File: src/rtl/itrt_pkg.sv
`timescale 1ns / 1ps
package itrt_pkg;

  localparam int VALUE_WIDTH_DEF    = 32;
  localparam int DIGIT_CAPACITY_DEF = 32;

  localparam logic [6:0] DECIMAL_RADIX   = 7'd10;
  localparam logic [6:0] MIN_RADIX       = 7'd2;
  localparam logic [6:0] MAX_RADIX       = 7'd36;
  localparam logic [7:0] CHAR_ZERO       = 8'h30;
  localparam logic [7:0] CHAR_ALPHA_BASE = 8'h57;  // 'a' - 10
  localparam logic [7:0] CHAR_MINUS      = 8'h2d;

  // controller to datapath
  typedef struct packed {
    logic load;
    logic div_step;
    logic store_digit;
    logic rd_req;
    logic emit_err;
    logic emit_sign;
    logic emit_digit;
  } dp_cmd_t;

  // datapath to controller
  typedef struct packed {
    logic err;
    logic neg;
    logic div_done;
    logic quot_zero;
    logic last_digit;
  } dp_sts_t;

  function automatic logic [7:0] digit_char(input logic [5:0] d);
    if (d < 6'(DECIMAL_RADIX)) begin
      digit_char = CHAR_ZERO + 8'(d);
    end else begin
      digit_char = CHAR_ALPHA_BASE + 8'(d);
    end
  endfunction

endpackage

File: src/rtl/itrt_ctrl.sv
`timescale 1ns / 1ps
module itrt_ctrl (
  input  logic            clk,
  input  logic            rst_n,
  input  logic            start,
  output logic            busy,
  output itrt_pkg::dp_cmd_t cmd,
  input  itrt_pkg::dp_sts_t sts
);
  import itrt_pkg::*;

  typedef enum logic [2:0] {
    S_IDLE,
    S_CHECK,
    S_DIV,
    S_DIGIT,
    S_RD,
    S_EMIT
  } state_t;

  state_t state_r, state_nxt;

  always_comb begin
    state_nxt = state_r;
    cmd       = '0;
    unique case (state_r)
      S_IDLE: begin
        if (start) begin
          cmd.load  = 1'b1;
          state_nxt = S_CHECK;
        end
      end
      S_CHECK: begin
        if (sts.err) begin
          cmd.emit_err = 1'b1;
          state_nxt    = S_IDLE;
        end else begin
          cmd.emit_sign = sts.neg;
          state_nxt     = S_DIV;
        end
      end
      S_DIV: begin
        cmd.div_step = 1'b1;
        if (sts.div_done) begin
          state_nxt = S_DIGIT;
        end
      end
      S_DIGIT: begin
        cmd.store_digit = 1'b1;
        state_nxt = sts.quot_zero ? S_RD : S_DIV;
      end
      S_RD: begin
        cmd.rd_req = 1'b1;
        state_nxt  = S_EMIT;
      end
      S_EMIT: begin
        cmd.emit_digit = 1'b1;
        state_nxt = sts.last_digit ? S_IDLE : S_RD;
      end
      default: begin
        state_nxt = S_IDLE;
      end
    endcase
  end

  always_ff @(posedge clk) begin
    if (!rst_n) begin
      state_r <= S_IDLE;
    end else begin
      state_r <= state_nxt;
    end
  end

  assign busy = (state_r != S_IDLE);

endmodule

File: src/rtl/itrt_dp.sv
`timescale 1ns / 1ps
module itrt_dp #(
  parameter int VALUE_WIDTH    = itrt_pkg::VALUE_WIDTH_DEF,
  parameter int DIGIT_CAPACITY = itrt_pkg::DIGIT_CAPACITY_DEF
) (
  input  logic                   clk,
  input  logic                   rst_n,
  input  itrt_pkg::dp_cmd_t      cmd,
  output itrt_pkg::dp_sts_t      sts,
  input  logic [VALUE_WIDTH-1:0] in_value,
  input  logic signed [6:0]      in_base,
  output logic                   out_valid,
  output logic [7:0]             out_character,
  output logic                   out_last,
  output logic [5:0]             out_length,
  output logic                   out_error
);
  import itrt_pkg::*;

  localparam int CW = $clog2(VALUE_WIDTH);
  localparam int NW = $clog2(DIGIT_CAPACITY + 1);
  localparam int AW = $clog2(DIGIT_CAPACITY);
  localparam int LW = (NW + 1 > 6) ? NW + 1 : 6;

  // base decode
  logic [6:0]             base_u;
  logic [6:0]             radix_full;
  logic                   err_in;
  logic                   neg_in;
  logic [VALUE_WIDTH-1:0] mag_in;

  always_comb begin
    base_u = in_base;
    if (base_u[6]) begin
      radix_full = 7'd0 - base_u;
    end else if (base_u == 7'd0) begin
      radix_full = DECIMAL_RADIX;
    end else begin
      radix_full = base_u;
    end
    err_in = (radix_full < MIN_RADIX) || (radix_full > MAX_RADIX);
    neg_in = (base_u[6] || (base_u == 7'd0)) && in_value[VALUE_WIDTH-1];
    mag_in = neg_in ? (VALUE_WIDTH'(0) - in_value) : in_value;
  end

  logic [VALUE_WIDTH-1:0] quot_r;
  logic [5:0]             rem_r;
  logic [5:0]             radix_r;
  logic                   neg_r;
  logic                   err_r;
  logic [CW-1:0]          bitcnt_r;
  logic [NW-1:0]          cnt_r;
  logic [AW-1:0]          ptr_r;
  logic [5:0]             rdata_r;
  logic [5:0]             mem [DIGIT_CAPACITY];

  // restoring divide, one quotient bit a cycle
  logic [6:0] rem_sh;
  logic [6:0] rem_diff;
  logic       q_bit;
  logic       can_store;

  always_comb begin
    rem_sh    = {rem_r, quot_r[VALUE_WIDTH-1]};
    rem_diff  = rem_sh - {1'b0, radix_r};
    q_bit     = (rem_sh >= {1'b0, radix_r});
    can_store = (cnt_r < NW'(DIGIT_CAPACITY));
  end

  always_ff @(posedge clk) begin
    if (cmd.load) begin
      quot_r   <= mag_in;
      radix_r  <= radix_full[5:0];
      neg_r    <= neg_in;
      err_r    <= err_in;
      rem_r    <= '0;
      bitcnt_r <= CW'(VALUE_WIDTH - 1);
      cnt_r    <= '0;
      ptr_r    <= '0;
    end else if (cmd.div_step) begin
      quot_r   <= {quot_r[VALUE_WIDTH-2:0], q_bit};
      rem_r    <= q_bit ? rem_diff[5:0] : rem_sh[5:0];
      bitcnt_r <= bitcnt_r - CW'(1);
    end else if (cmd.store_digit) begin
      rem_r    <= '0;
      bitcnt_r <= CW'(VALUE_WIDTH - 1);
      if (can_store) begin
        ptr_r <= cnt_r[AW-1:0];
        cnt_r <= cnt_r + NW'(1);
      end
    end else if (cmd.emit_digit) begin
      ptr_r <= ptr_r - AW'(1);
    end
  end

  // digit store, least significant digit first
  always_ff @(posedge clk) begin
    if (cmd.store_digit && can_store) begin
      mem[cnt_r[AW-1:0]] <= rem_r;
    end
  end

  always_ff @(posedge clk) begin
    if (cmd.rd_req) begin
      rdata_r <= mem[ptr_r];
    end
  end

  logic [LW-1:0] len_full;
  assign len_full = LW'(cnt_r) + LW'(neg_r);

  logic       out_valid_r;
  logic [7:0] out_character_r;
  logic       out_last_r;
  logic [5:0] out_length_r;
  logic       out_error_r;

  always_ff @(posedge clk) begin
    if (!rst_n) begin
      out_valid_r <= 1'b0;
    end else begin
      out_valid_r <= cmd.emit_err || cmd.emit_sign || cmd.emit_digit;
    end
  end

  always_ff @(posedge clk) begin
    if (cmd.emit_err) begin
      out_character_r <= 8'd0;
      out_last_r      <= 1'b1;
      out_length_r    <= 6'd0;
      out_error_r     <= 1'b1;
    end else if (cmd.emit_sign) begin
      out_character_r <= CHAR_MINUS;
      out_last_r      <= 1'b0;
      out_length_r    <= 6'd0;
      out_error_r     <= 1'b0;
    end else if (cmd.emit_digit) begin
      out_character_r <= digit_char(rdata_r);
      out_last_r      <= (ptr_r == '0);
      out_length_r    <= (ptr_r == '0) ? len_full[5:0] : 6'd0;
      out_error_r     <= 1'b0;
    end
  end

  always_comb begin
    sts.err        = err_r;
    sts.neg        = neg_r;
    sts.div_done   = (bitcnt_r == '0);
    sts.quot_zero  = (quot_r == '0);
    sts.last_digit = (ptr_r == '0);
  end

  assign out_valid     = out_valid_r;
  assign out_character = out_character_r;
  assign out_last      = out_last_r;
  assign out_length    = out_length_r;
  assign out_error     = out_error_r;

endmodule

File: src/rtl/integer_to_radix_text_unit.sv
`timescale 1ns / 1ps
// channel   handshake          payload
// input     start / busy       in_value, in_base
// result    out_valid strobe   out_character, out_last, out_length, out_error
//
// one item at a time; busy stays high until its last beat has been issued
// each digit is worked out in the shared bit-serial divider, then each digit
// beat takes a digit store read (S_RD) and an emit state (S_EMIT);
// a leading '-' goes out in the check state at no extra cost;
// an error item ends after the check state
// synchronous active-low reset clears the controller and the result strobe
// beats are shown for one cycle only; the receiver cannot stall them
module integer_to_radix_text_unit #(
  parameter int VALUE_WIDTH    = itrt_pkg::VALUE_WIDTH_DEF,
  parameter int DIGIT_CAPACITY = itrt_pkg::DIGIT_CAPACITY_DEF
) (
  input  logic                   clk,
  input  logic                   rst_n,
  input  logic                   start,
  output logic                   busy,
  input  logic [VALUE_WIDTH-1:0] in_value,
  input  logic signed [6:0]      in_base,
  output logic                   out_valid,
  output logic [7:0]             out_character,
  output logic                   out_last,
  output logic [5:0]             out_length,
  output logic                   out_error
);
  import itrt_pkg::*;

  dp_cmd_t cmd;
  dp_sts_t sts;

  itrt_ctrl u_ctrl (
    .clk   (clk),
    .rst_n (rst_n),
    .start (start),
    .busy  (busy),
    .cmd   (cmd),
    .sts   (sts)
  );

  itrt_dp #(
    .VALUE_WIDTH    (VALUE_WIDTH),
    .DIGIT_CAPACITY (DIGIT_CAPACITY)
  ) u_dp (
    .clk           (clk),
    .rst_n         (rst_n),
    .cmd           (cmd),
    .sts           (sts),
    .in_value      (in_value),
    .in_base       (in_base),
    .out_valid     (out_valid),
    .out_character (out_character),
    .out_last      (out_last),
    .out_length    (out_length),
    .out_error     (out_error)
  );

  // an error beat stands alone
  a_err_alone: assert property (@(posedge clk) disable iff (!rst_n)
    out_valid && out_error |-> out_last && (out_length == 6'd0))
    else $error("error beat not final or carries a length");

  // more beats to come means the item is still in flight
  a_busy_mid: assert property (@(posedge clk) disable iff (!rst_n)
    out_valid && !out_last |-> busy)
    else $error("idle with text beats still pending");

  a_accept_busy: assert property (@(posedge clk) disable iff (!rst_n)
    start && !busy |=> busy)
    else $error("accepted item did not raise busy");

  a_text_len: assert property (@(posedge clk) disable iff (!rst_n)
    out_valid && out_last && !out_error && (DIGIT_CAPACITY < 63) |-> out_length != 6'd0)
    else $error("final text beat with zero length");

endmodule

File: config.mk
export PLATFORM = sky130hd
export DESIGN_NAME = integer_to_radix_text_unit
export DESIGN_NICKNAME = d
export VERILOG_FILES = /design/src/rtl/itrt_pkg.sv /design/src/rtl/itrt_ctrl.sv /design/src/rtl/itrt_dp.sv /design/src/rtl/integer_to_radix_text_unit.sv
export SDC_FILE = /design/constraint.sdc
export NUM_CORES = 1
export LEC_CHECK = 0
export BUFFER_PORTS_ARGS = -buffer_cell sky130_fd_sc_hd__buf_2
export CAP_MARGIN = 20
export CORE_ASPECT_RATIO = 0.75
export CORE_MARGIN = 1.5
export CORE_UTILIZATION = 61
export DETAILED_ROUTE_END_ITERATION = 6
export PLACE_DENSITY = 0.77
export SLEW_MARGIN = 20
export SYNTH_ARGS = -nofsm -noshare
export SYNTH_HDL_FRONTEND = slang
export SYNTH_HIERARCHICAL = 1
export SYNTH_SLANG_ARGS = --single-unit
File: constraint.sdc
create_clock -name clk -period 4.9 [get_ports clk]
set_input_delay 0.49 -clock clk [delete_from_list [all_inputs] [get_ports clk]]
set_output_delay 0.49 -clock clk [all_outputs]
set_load 0.005 [all_outputs]
Yosys cells after proc, flatten, opt, wreduce, memory -nomap -nowiden. Memory sizes are Yosys's and may differ from the RTL's. A register that Yosys moved wholly into a read port is not among the register bits. Index checks and enable logic that the tools add are counted.

Memory bits (writable): 192. Word-level logic and storage cells: 97. Memories: 1. Register bits: 82. Input bits: 42. Output and inout port bits: 18.

$add $sub $neg: 9. Multiplexer cells: 38. Order comparisons: 5. Bitwise gates (word level): 1. Reduce and logical (&&, ||, !) cells: 20. Equal/unequal tests: 8.

Memories: u_dp.mem (depth 32, width 6, read ports 1, clocked after memory_dff 1, write ports 1, line itrt_dp.sv:55) `logic [5:0] mem [DIGIT_CAPACITY];`.

Operators with widths (count): $mux 32 (3); $mux 6 (7); $logic_not 32->1 (1); $sub 1x32->32 const A (1); $mux 5 (5); $pmux 3 s6 (1); $mux 1 (14); $mux 3 (4); $logic_not 5->1 (2); $sub 5x1->5 const B (2); $add 7x6->8 const A (1); $mux 8 (1); $reduce_bool 2->1 (4); $add 6x6->7 const A (1); $ge 7x6->1 (1); $gt 7x6->1 const B (1); $logic_not 7->1 (1); $lt 7x2->1 const B (1); $mux 7 (1); $sub 1x7->7 const A (1); $add 6x1->6 (1); $add 6x1->6 const B (1); $eq 3x2->1 const B (2); $eq 3x3->1 const B (2); other kinds (14) (22).

Longest topological paths before layout. Gate-level depths: netlist of run 1.

Depth after elaboration: 5. Depth in mapped cells: 10. Mapped depth without buffers: 8.

Modules after synthesis. The synthesis of run 1 kept the hierarchy.

By module, submodules not included: itrt_dp (seq. area each 7927.6 sq um, times used 1, cells an instance 888, area each 12547.0 sq um); itrt_ctrl (seq. area each 60.1 sq um, times used 1, cells an instance 28, area each 234.0 sq um).

Worst setup path before layout of run 1. No wires, ideal clock.

Path type: register -> register. From: register u_ctrl.state_r[2]. To: register u_dp.rem_r[5]. Data arrival time: 2325 ps. Path buffers: 1. Required time: 4777 ps. Clock period less this slack: 2449 ps. Setup slack: 2451 ps. Library setup time: 123 ps. Cell stages (with the launch flop): 9. Cell sequence: dfxtp_1 > buf_6 > or3_4 > nor2_2 > or2_2 > nor2_1 > nand2_1 > o31ai_1 > or2_2.

RTL lines: start, declared (line itrt_ctrl.sv:21) `state_t state_r, state_nxt;`; start signal, assigned (line itrt_ctrl.sv:70) `state_r <= state_nxt;`; end signal, assigned (line itrt_dp.sv:82) `rem_r <= q_bit ? rem_diff[5:0] : rem_sh[5:0];`; end, declared (line itrt_dp.sv:47) `logic [5:0] rem_r;`.

==> results of run 1 <==
==> power groups by stage <==
stage          sequential, uW  clock, uW  combinational, uW
2_1_floorplan            2720          0                257
3_3_place_gp             2750          0                342
3_5_place_dp             2750          0                349
4_1_cts                  2700       2020                352
5_1_grt                  2710       2110                397
6_report                 2700       2000                361
==> critical path, delay by kind of cell, from the launching register on <==
| kind | cells | cell delay (ns) |
|---|---|---|
| flops | 1 | 0.53 |
| simple gates | 4 | 2.10 |
==> layer usage <==
| layer | wire length, um | share of wire |
|---|---|---|
| met5 | 0 | 0 |
| met4 | 472 | 0.017 |
| met3 | 2681 | 0.099 |
| met2 | 11450 | 0.42 |
| met1 | 12530 | 0.46 |
==> cell type report <==
cell class	instances	area, um^2	share of cell area
inverters	33	123.9	0.008752
repair buffers	70	390.4	0.02758
clock buffers	33	698.2	0.04933
clock inverters	16	141.4	0.009989
multi-input cells	551	4454	0.3147
well taps	282	352.8	0.02493
flip-flops and latches	280	7993	0.5647
==> kinds of logic after synthesis <==
group                    count (synthesis)
buffers and inverters                   85
adder cells (fa/ha/maj)                 23
AND/OR/NAND/NOR                        284
XOR/XNOR                                38
flip-flops                             280
multiplexers                            77
AO/OA/AOI/OAI                          129
==> sequential cells by signal, indices dropped and copies added (netlist names), 3 cells and up <==
register,count
u_dp/out_character,8
u_dp/bitcnt_r,5
u_dp/out_length,6
u_dp/rdata_r,6
u_dp/quot_r,32
u_dp/radix_r,6
u_dp/ptr_r,5
u_dp/rem_r,6
u_ctrl/state_r,3
u_dp/mem,192
u_dp/cnt_r,6
==> cells in the final DEF (no fill, tap or decap), types with 6 or more instances in the layout <==
| master | synthesis | routed |
|---|---|---|
| sky130_fd_sc_hd__dfxtp_1 | 42 | 40 |
| sky130_fd_sc_hd__a211oi_1 | 7 | 7 |
| sky130_fd_sc_hd__o311ai_0 | 6 | 6 |
| sky130_fd_sc_hd__nor4_1 | 12 | 12 |
| sky130_fd_sc_hd__nor2b_1 | 10 | 10 |
| sky130_fd_sc_hd__nand2b_1 | 9 | 9 |
| sky130_fd_sc_hd__xnor2_1 | 12 | 12 |
| sky130_fd_sc_hd__clkinv_1 | 0 | 6 |
| sky130_fd_sc_hd__clkbuf_16 | 0 | 27 |
| sky130_fd_sc_hd__inv_1 | 33 | 33 |
| sky130_fd_sc_hd__buf_2 | 9 | 59 |
| sky130_fd_sc_hd__nand4_1 | 8 | 8 |
| sky130_fd_sc_hd__clkbuf_1 | 35 | 6 |
| sky130_fd_sc_hd__nor3b_1 | 8 | 7 |
| sky130_fd_sc_hd__or3_1 | 15 | 15 |
| sky130_fd_sc_hd__ha_1 | 22 | 22 |
| sky130_fd_sc_hd__nand2_1 | 47 | 47 |
| sky130_fd_sc_hd__edfxtp_1 | 238 | 238 |
| sky130_fd_sc_hd__mux4_2 | 60 | 60 |
| sky130_fd_sc_hd__nand3_1 | 18 | 18 |
| sky130_fd_sc_hd__a21oi_1 | 38 | 38 |
| sky130_fd_sc_hd__mux2i_1 | 10 | 10 |
| sky130_fd_sc_hd__o21ai_0 | 26 | 26 |
| sky130_fd_sc_hd__nor3_1 | 16 | 16 |
| sky130_fd_sc_hd__o211ai_1 | 7 | 7 |
| sky130_fd_sc_hd__mux2_2 | 7 | 7 |
| sky130_fd_sc_hd__nor2_1 | 107 | 107 |
| sky130_fd_sc_hd__xor2_1 | 26 | 26 |
| sky130_fd_sc_hd__a31oi_1 | 8 | 8 |
| sky130_fd_sc_hd__buf_4 | 3 | 10 |
==> worst max-delay path by stage <==
stage | slack, ns | startpoint | to | cells after the start
after detailed placement | 1.92 | in_base[0] | u_dp/quot_r[19] | 10
final | 1.88 | u_ctrl/state_r[1] | u_dp/mem[19][0] | 4
after global routing | 1.62 | u_ctrl/state_r[1] | u_dp/mem[23][5] | 4
after CTS | 1.92 | u_ctrl/state_r[1] | u_dp/mem[19][0] | 4
after global placement | 2.03 | in_base[0] | u_dp/quot_r[19] | 10
after floorplan | 2.45 | u_ctrl/state_r[2] | u_dp/rem_r[5] | 8
==> per-stage QoR <==
step | utilization | hold slack [ns] | setup WS [ns]
detailed placement | 0.6522 | 0.4577 | 1.916
CTS | 0.6934 | 0.1905 | 1.920
global route | 0.6944 | 0.2314 | 1.623
floorplan | - | 0.4487 | 2.451
global placement | 0.6522 | 0.4314 | 2.034
finish | 0.6944 | 0.1993 | 1.881
==> results list, run 1 <==
- The flow ran to the end, and the final reports show no timing, DRC or antenna violations.
- Of the post-synthesis cell area, the part taken by muxes is 0.1197.
* Sum of overflow across all layers after global routing: 0
- Detailed Route Iter0 Violations: approximately 1100
* Clock tree from TritonCTS: built
- Share of the clock period used by the worst path after layout: 0.6162
* Adder and majority cell fraction of the synthesized area: 0.02310
- The signal on the critical path passes through and3b_1 > nor2b_1 > nand2_1 > nor2_1.
* Drt total wl: 27.13 mm
- Synth Register Bits: 280
- At the worst endpoint, the required time is roughly 5.1 ns.
* Residual DRC: 0
- Upper clock frequency limit: about 330 MHz
- Top_reg_cell synth: sky130_fd_sc_hd__edfxtp_1
- Met3 Usage GRT: 0.05045
- Area overhead of the layout relative to synthesis: 10.74%
- Number of buffers inserted during clock tree synthesis: 27
- Overall power consumption after layout is estimated at 5056 uW.
- Cell Pwr Density: around 360 mW/mm^2
- Measured along the y axis, the die boundary spans 128.4 um.
* Number of clock sinks: 280
- DIE AREA: between 0.02 and 0.025 mm^2
- The initial antenna violation count was 0.
* Vias in the first global route: 7265
* Final-layout fill cell count: ~1400
- The netlist uses slightly below 70 different library cells.
* Start of the worst register-to-register path: u_ctrl/state_r[1]
* Number of cells produced by synthesis: a little over 900
- Data arrives at the worst endpoint at between 3 and 4 ns.
* Complex-gate fraction of the synthesized area: 0.06588
- The most common cell in the synthesized netlist is sky130_fd_sc_hd__edfxtp_1.
- Clock latency on the worst-skew pair, taken at its later pin, is about 0.54 ns.
- Path class of the lowest-slack min-delay path: in -> reg
- Largest net degree at the start of global routing: 84
- Root cell of the clock tree: sky130_fd_sc_hd__clkbuf_16
- Global Route met1 Usage: 0.4174
- Share of Yosys cell area claimed by the top area cell type: 0.5592
* DP Area: 0.01329 mm^2
* Synthesized area per cell: about 14 um^2
- Pin slew with the least headroom to its limit: 1.133 ns
* Post-CTS Hold Fix Bufs: 0
- Leading cell types by count after synthesis: sky130_fd_sc_hd__edfxtp_1 (238), sky130_fd_sc_hd__nor2_1 (107), sky130_fd_sc_hd__mux4_2 (60)
- Routability cong.: approximately 0.85
- Setup repair after global routing missed its margin: no
- The detail route stage leaves a number of antenna-violating nets equal to 0.
- GRT Max-Usage Layer: met1
- Final worst clock skew: between 0.02 and 0.025 ns
- Num ports: 60
- Across the VDD grid, the largest voltage drop is between 0.2 and 0.3 mV.
- Start point of the worst hold path: rst_n
* CP startpoint kind: flop
* Core Area: 0.02038 mm^2
- Worst hold path endpoint: u_dp/out_valid
- Worst hold path stage count: 2
- Count of input and output buffers: slightly below 60
- The first global-routing pass estimated roughly 42 mm of wire.
* Critical R2R Capture: u_dp/mem[19][0]
* Element type at the critical path end: flop
* Chip width: about 170 um
* Switching power share of the total: 0.2239
* Stage delay of the slowest cell on the critical path: about 0.67 ns
- Max-slew violation total from the final report: 0
- Slowest library cell on the worst path: sky130_fd_sc_hd__and3b_1
* Proportion of synthesized chip area in sequential cells: 0.6250
- Via count normalized by instance count: approximately 6.3
- Clock share of power: 0.395
- The share of total power dissipated in sequential elements is 0.534.
- Sw power: 1132 uW
* Non-Filler Cell Area, Final: 0.01415 mm^2
- After synthesis the cells add up to ~0.013 mm^2.
* Register-to-register setup slack: between 1.5 and 2 ns
* Number of synthesized flops with an enable pin: approximately 240
- Measured in cells, the most critical reg-to-reg path has a length of 4.
- The initial utilization of the core area, before any placement, comes to 0.6271.
- Placed cells: roughly 1200
* Share of post-route cells with drive strength above 1: 0.1974
* Wirelength per Cell: about 21 um
- Count of vias placed by the detailed router: 7931
* Ant diodes: 0
* Number of standard cells in the layout, taps in and fillers out: 1265
- Overall track demand over capacity in global routing: 0.2562
- The clock passes through at most 3 buffers.
* Async set or reset register ratio after synthesis: 0
* GR met2 Demand/Resource: 0.3599
- Of the total synthesized cell area, the portion taken by XOR and XNOR cells is 0.02604.
* Number of detailed-routing iterations run before antenna repair: 5
- Leakage component of the power: 0.004559 uW
- Number of buffers inserted to repair setup after CTS: 0
- Internal power: between 3000 and 4000 uW
- After routing, the total negative slack on setup checks comes to 0 ns.
* CP Class: reg -> reg
* Main combinational cell family by area after synthesis: multiplexers
- Number of synthesis warnings: 6
* Largest cells by area after synthesis: sky130_fd_sc_hd__edfxtp_1 (56%), sky130_fd_sc_hd__mux4_2 (11%), sky130_fd_sc_hd__dfxtp_1 (6.6%)
- Share of synthesized cell area in and, or, nand and nor gates: 0.1130
- Number of nets produced by synthesis: between 900 and 1000
- Across the run, the number of max-cap violations was 0.
- Clock-pin slew was measured on the worst setup and hold paths at about 0.070 ns.
* Hold violation total from the final report: 0
- The biggest area contributor in the post-synthesis netlist is sky130_fd_sc_hd__edfxtp_1.
- Detailed placement finished with a half-perimeter wire length of about 18 mm.
- Min Tclk post-route: just over 3 ns
* Site Rows: 45
- PostCTS Resize Cnt: 0
- At the end of the flow, the number of nets in the layout was approximately 1000.
* Critical-path maximum fanout: 20
- Setup violations remaining at the end of the flow were counted as 0.
- The share of total power dissipated in combinational logic is 0.071.
* Normalized max-slew margin: 0.2444
- In this run the number of H-tree levels came out at 1.
Power figures use the tool's default switching activity.
==> inputs of run 2 (changes only) <==
--- a/config.mk
+++ b/config.mk
@@ -9,9 +9,9 @@
 export CAP_MARGIN = 20
 export CORE_ASPECT_RATIO = 0.75
 export CORE_MARGIN = 1.5
-export CORE_UTILIZATION = 61
+export CORE_UTILIZATION = 56
 export DETAILED_ROUTE_END_ITERATION = 6
-export PLACE_DENSITY = 0.77
+export PLACE_DENSITY = 0.75
 export SLEW_MARGIN = 20
 export SYNTH_ARGS = -nofsm -noshare
 export SYNTH_HDL_FRONTEND = slang
==> constraint.sdc (replaced) <==
create_clock -name clk -period 2.6 [get_ports clk]
set_input_delay 0.26 -clock clk [delete_from_list [all_inputs] [get_ports clk]]
set_output_delay 0.26 -clock clk [all_outputs]
set_load 0.005 [all_outputs]
==> results list, run 2 (synthesized netlist as in run 1, its figures left out) <==
- Run status: finished, final reports clean
- Critical-path maximum fanout: 9 (-55%)
- Leaving out fill and tap cells, the most frequent cell in the layout is sky130_fd_sc_hd__edfxtp_1.
- The y dimension of the die was 133.8 um (+4.3%).
* Wirelength per Cell: 20.68 um (-3.6%)
* DIE AREA: 0.02375 mm^2 (+8.7%)
* Vias in the first global route: 7654 (+5.4%)
- The tightest min-delay check is of the in -> reg type.
- The initial antenna violation count is 1 (+1).
- The headroom to the max-slew limit was 0.5814 (+0.3370).
* Num ports: 60 (unchanged)
- The count of fill cells added during filler insertion came to 1582 (+12%).
* Residual DRC: 0 (unchanged)
- Element type at the critical path end: flop
- The chip width came to 177.4 um (+4.3%).
- The initial core utilization was 0.5750 (-0.05210).
* Upper clock frequency limit: 436.9 MHz (+32%)
* Largest net degree at the start of global routing: 52 (-38%)
- Core Area: 0.02223 mm^2 (+9.1%)
- The number of vias in the routed layout came to 8213 (+3.6%).
- Ant diodes: 0 (unchanged)
- Most Frequent Cell on Critical Path: sky130_fd_sc_hd__mux4_2
- Leakage component of the power: 0.004869 uW (+6.8%)
- Number of clock sinks: 280 (unchanged)
- The required time of the critical path came to 2.88 ns (-2.19 ns).
- The aggregate negative setup slack is 0 ns (unchanged).
- The level count of the clock H-tree came to 1 (unchanged).
- Stage delay of the slowest cell on the critical path: 0.58 ns (-0.09 ns)
- Via count normalized by instance count: 6.138 (-2.1%)
* Max FFs per register: 192 (unchanged)
* Final worst clock skew: 0.02536 ns (+0.002989 ns)
* Highest-count cells in the layout ignoring fill and taps: sky130_fd_sc_hd__edfxtp_1 (238), sky130_fd_sc_hd__nor2_1 (107), sky130_fd_sc_hd__buf_4 (69)
- The final count of negative-setup-slack endpoints came to 0 (unchanged).
- The post-cts sizing count is 0 (unchanged).
- Final HPWL DP: 18.25 mm (+4.0%)
* Antenna viol nets, final: 0 (unchanged)
- The root buffer cell chosen for the clock tree is sky130_fd_sc_hd__clkbuf_16.
- Share of the core filled with cells in the final layout: 0.6606 (-0.03383)
* Global-route wire length before repair: 43.28 mm (+2.7%)
- The area used by multi-input combinational logic came to 0.004454 mm^2 (unchanged).
- The transition time at the pin with the least slew margin is 0.6270 ns (-0.5064 ns).
- Routability cong.: 0.8801 (+3.7%)
- The count of input and output buffers came to 59 (unchanged).
- Max-slew violation total from the final report: 0 (unchanged)
* Register-to-register setup slack: 0.31 ns (-1.57 ns)
- Detailed Route Iter0 Violations: 907 (-17%)
- Final Net Count: 1090 (+6.0%)
- Site Rows: 47 (+4.4%)
* Peak supply drop: 0.4078 mV (+50%)
* Drt total wl: 27.67 mm (+2.0%)
* Clock tree from TritonCTS: built
- Broken down by cell family, the worst path's largest delay share belongs to multiplexers.
- The clock network latency to the later pin of the worst-skew pair was 0.53 ns (about the same).
- Compared with the post-synthesis result, the final layout area differs by 14.89%.
- The hold violation count in the final report is 0 (unchanged).
- The share of the clock period used by the worst path after layout was 0.8804 (+0.2642).
- Overall track demand over capacity in global routing: 0.2384 (-0.01784)
* CP startpoint kind: flop
* Sum of overflow across all layers after global routing: 0 (unchanged)
* Chain of cells forming the critical path: buf_4 > mux4_2 > mux4_2 > mux2_2
- Crit path DAT: 2.57 ns (-0.62 ns)
- Clock-pin slew of the registers on the worst-case setup and hold paths: 0.07 ns (about the same)
* Min Tclk post-route: 2.289 ns (-0.7304 ns)
- Setup repair after global routing missed its margin: no
- Sequential cell area: 0.007993 mm^2 (unchanged)
* Number of buffers inserted during clock tree synthesis: 26 (-3.7%)
- Cell Pwr Density: 651.4 mW/mm^2 (+82%)
- CP Class: reg -> reg
- The maximum buffer depth of the clock tree is 3 (unchanged).
- The number of maximum-capacitance violations came to 0 (unchanged).
* Slowest library cell on the worst path: sky130_fd_sc_hd__mux4_2
- Number of detailed-routing iterations run before antenna repair: 5 (unchanged)
- Critical path buffers and inverters: 1 (+1)
* Share of post-route cells with drive strength above 1: 0.2481 (+0.05073)
run 2: where the power goes:
part / total, uW / internal, uW / switching [uW]
combinational: 754 / 323 / 431
sequential: 5060 / 4980 / 75.1
clock: 3750 / 2150 / 1600
run 2: per-layer routing:
metal / part of all wire / track usage / vias up
met5: 0.00043 / 0 / -
met4: 0.015 / 0.04248 / 2
met3: 0.094 / 0.05272 / 35
met2: 0.44 / 0.3448 / 381
met1: 0.45 / 0.3768 / 4061
li1: - / - / 3734
run 2: cell type report:
cell class | count | area share
timing repair buffer | 133 | 0.06152
sequential | 280 | 0.5443
inverter | 33 | 0.008436
clock inverter | 13 | 0.008180
tap | 294 | 0.02505
clock buffer | 34 | 0.04916
multi-input combinational | 551 | 0.3033
run 2: timing repair:
| action | 4_1_cts | 5_1_grt |
|---|---|---|
| hold buffers | 1 | 0 |
| buffers inserted | 0 | 0 |
| endpoints found under the hold margin | 1 | 0 |
run 2: path summary, 6_finish.rpt:
| path | cells past startpoint | startpoint | endpoint |
|---|---|---|---|
| max | 4 | u_dp/ptr_r[0] | u_dp/rdata_r[4] |
| min | 2 | in_base[4] | u_dp/radix_r[4] |
| max reg2reg | 4 | u_dp/ptr_r[0] | u_dp/rdata_r[4] |
| min reg2reg | 2 | u_dp/out_length[4] | u_dp/out_length[4] |
run 2: stage by stage:
| stage | hold slack (ns) | total power [uW] | setup WS, ns | cell area [um^2] | std cells |
|---|---|---|---|---|---|
| CTS | 0.08417 | 9612 | 0.3238 | 14680 | 1338 |
| global placement | 0.4304 | 5868 | 0.2277 | 13830 | 1290 |
| global route | 0.09391 | 9874 | 0.2716 | 14680 | 1338 |
| finish | 0.09488 | 9565 | 0.3110 | 14680 | 1338 |
| detailed placement | 0.4560 | 5891 | 0.1811 | 13830 | 1290 |
| floorplan | 0.3882 | 5616 | 0.1513 | 12780 | 916 |
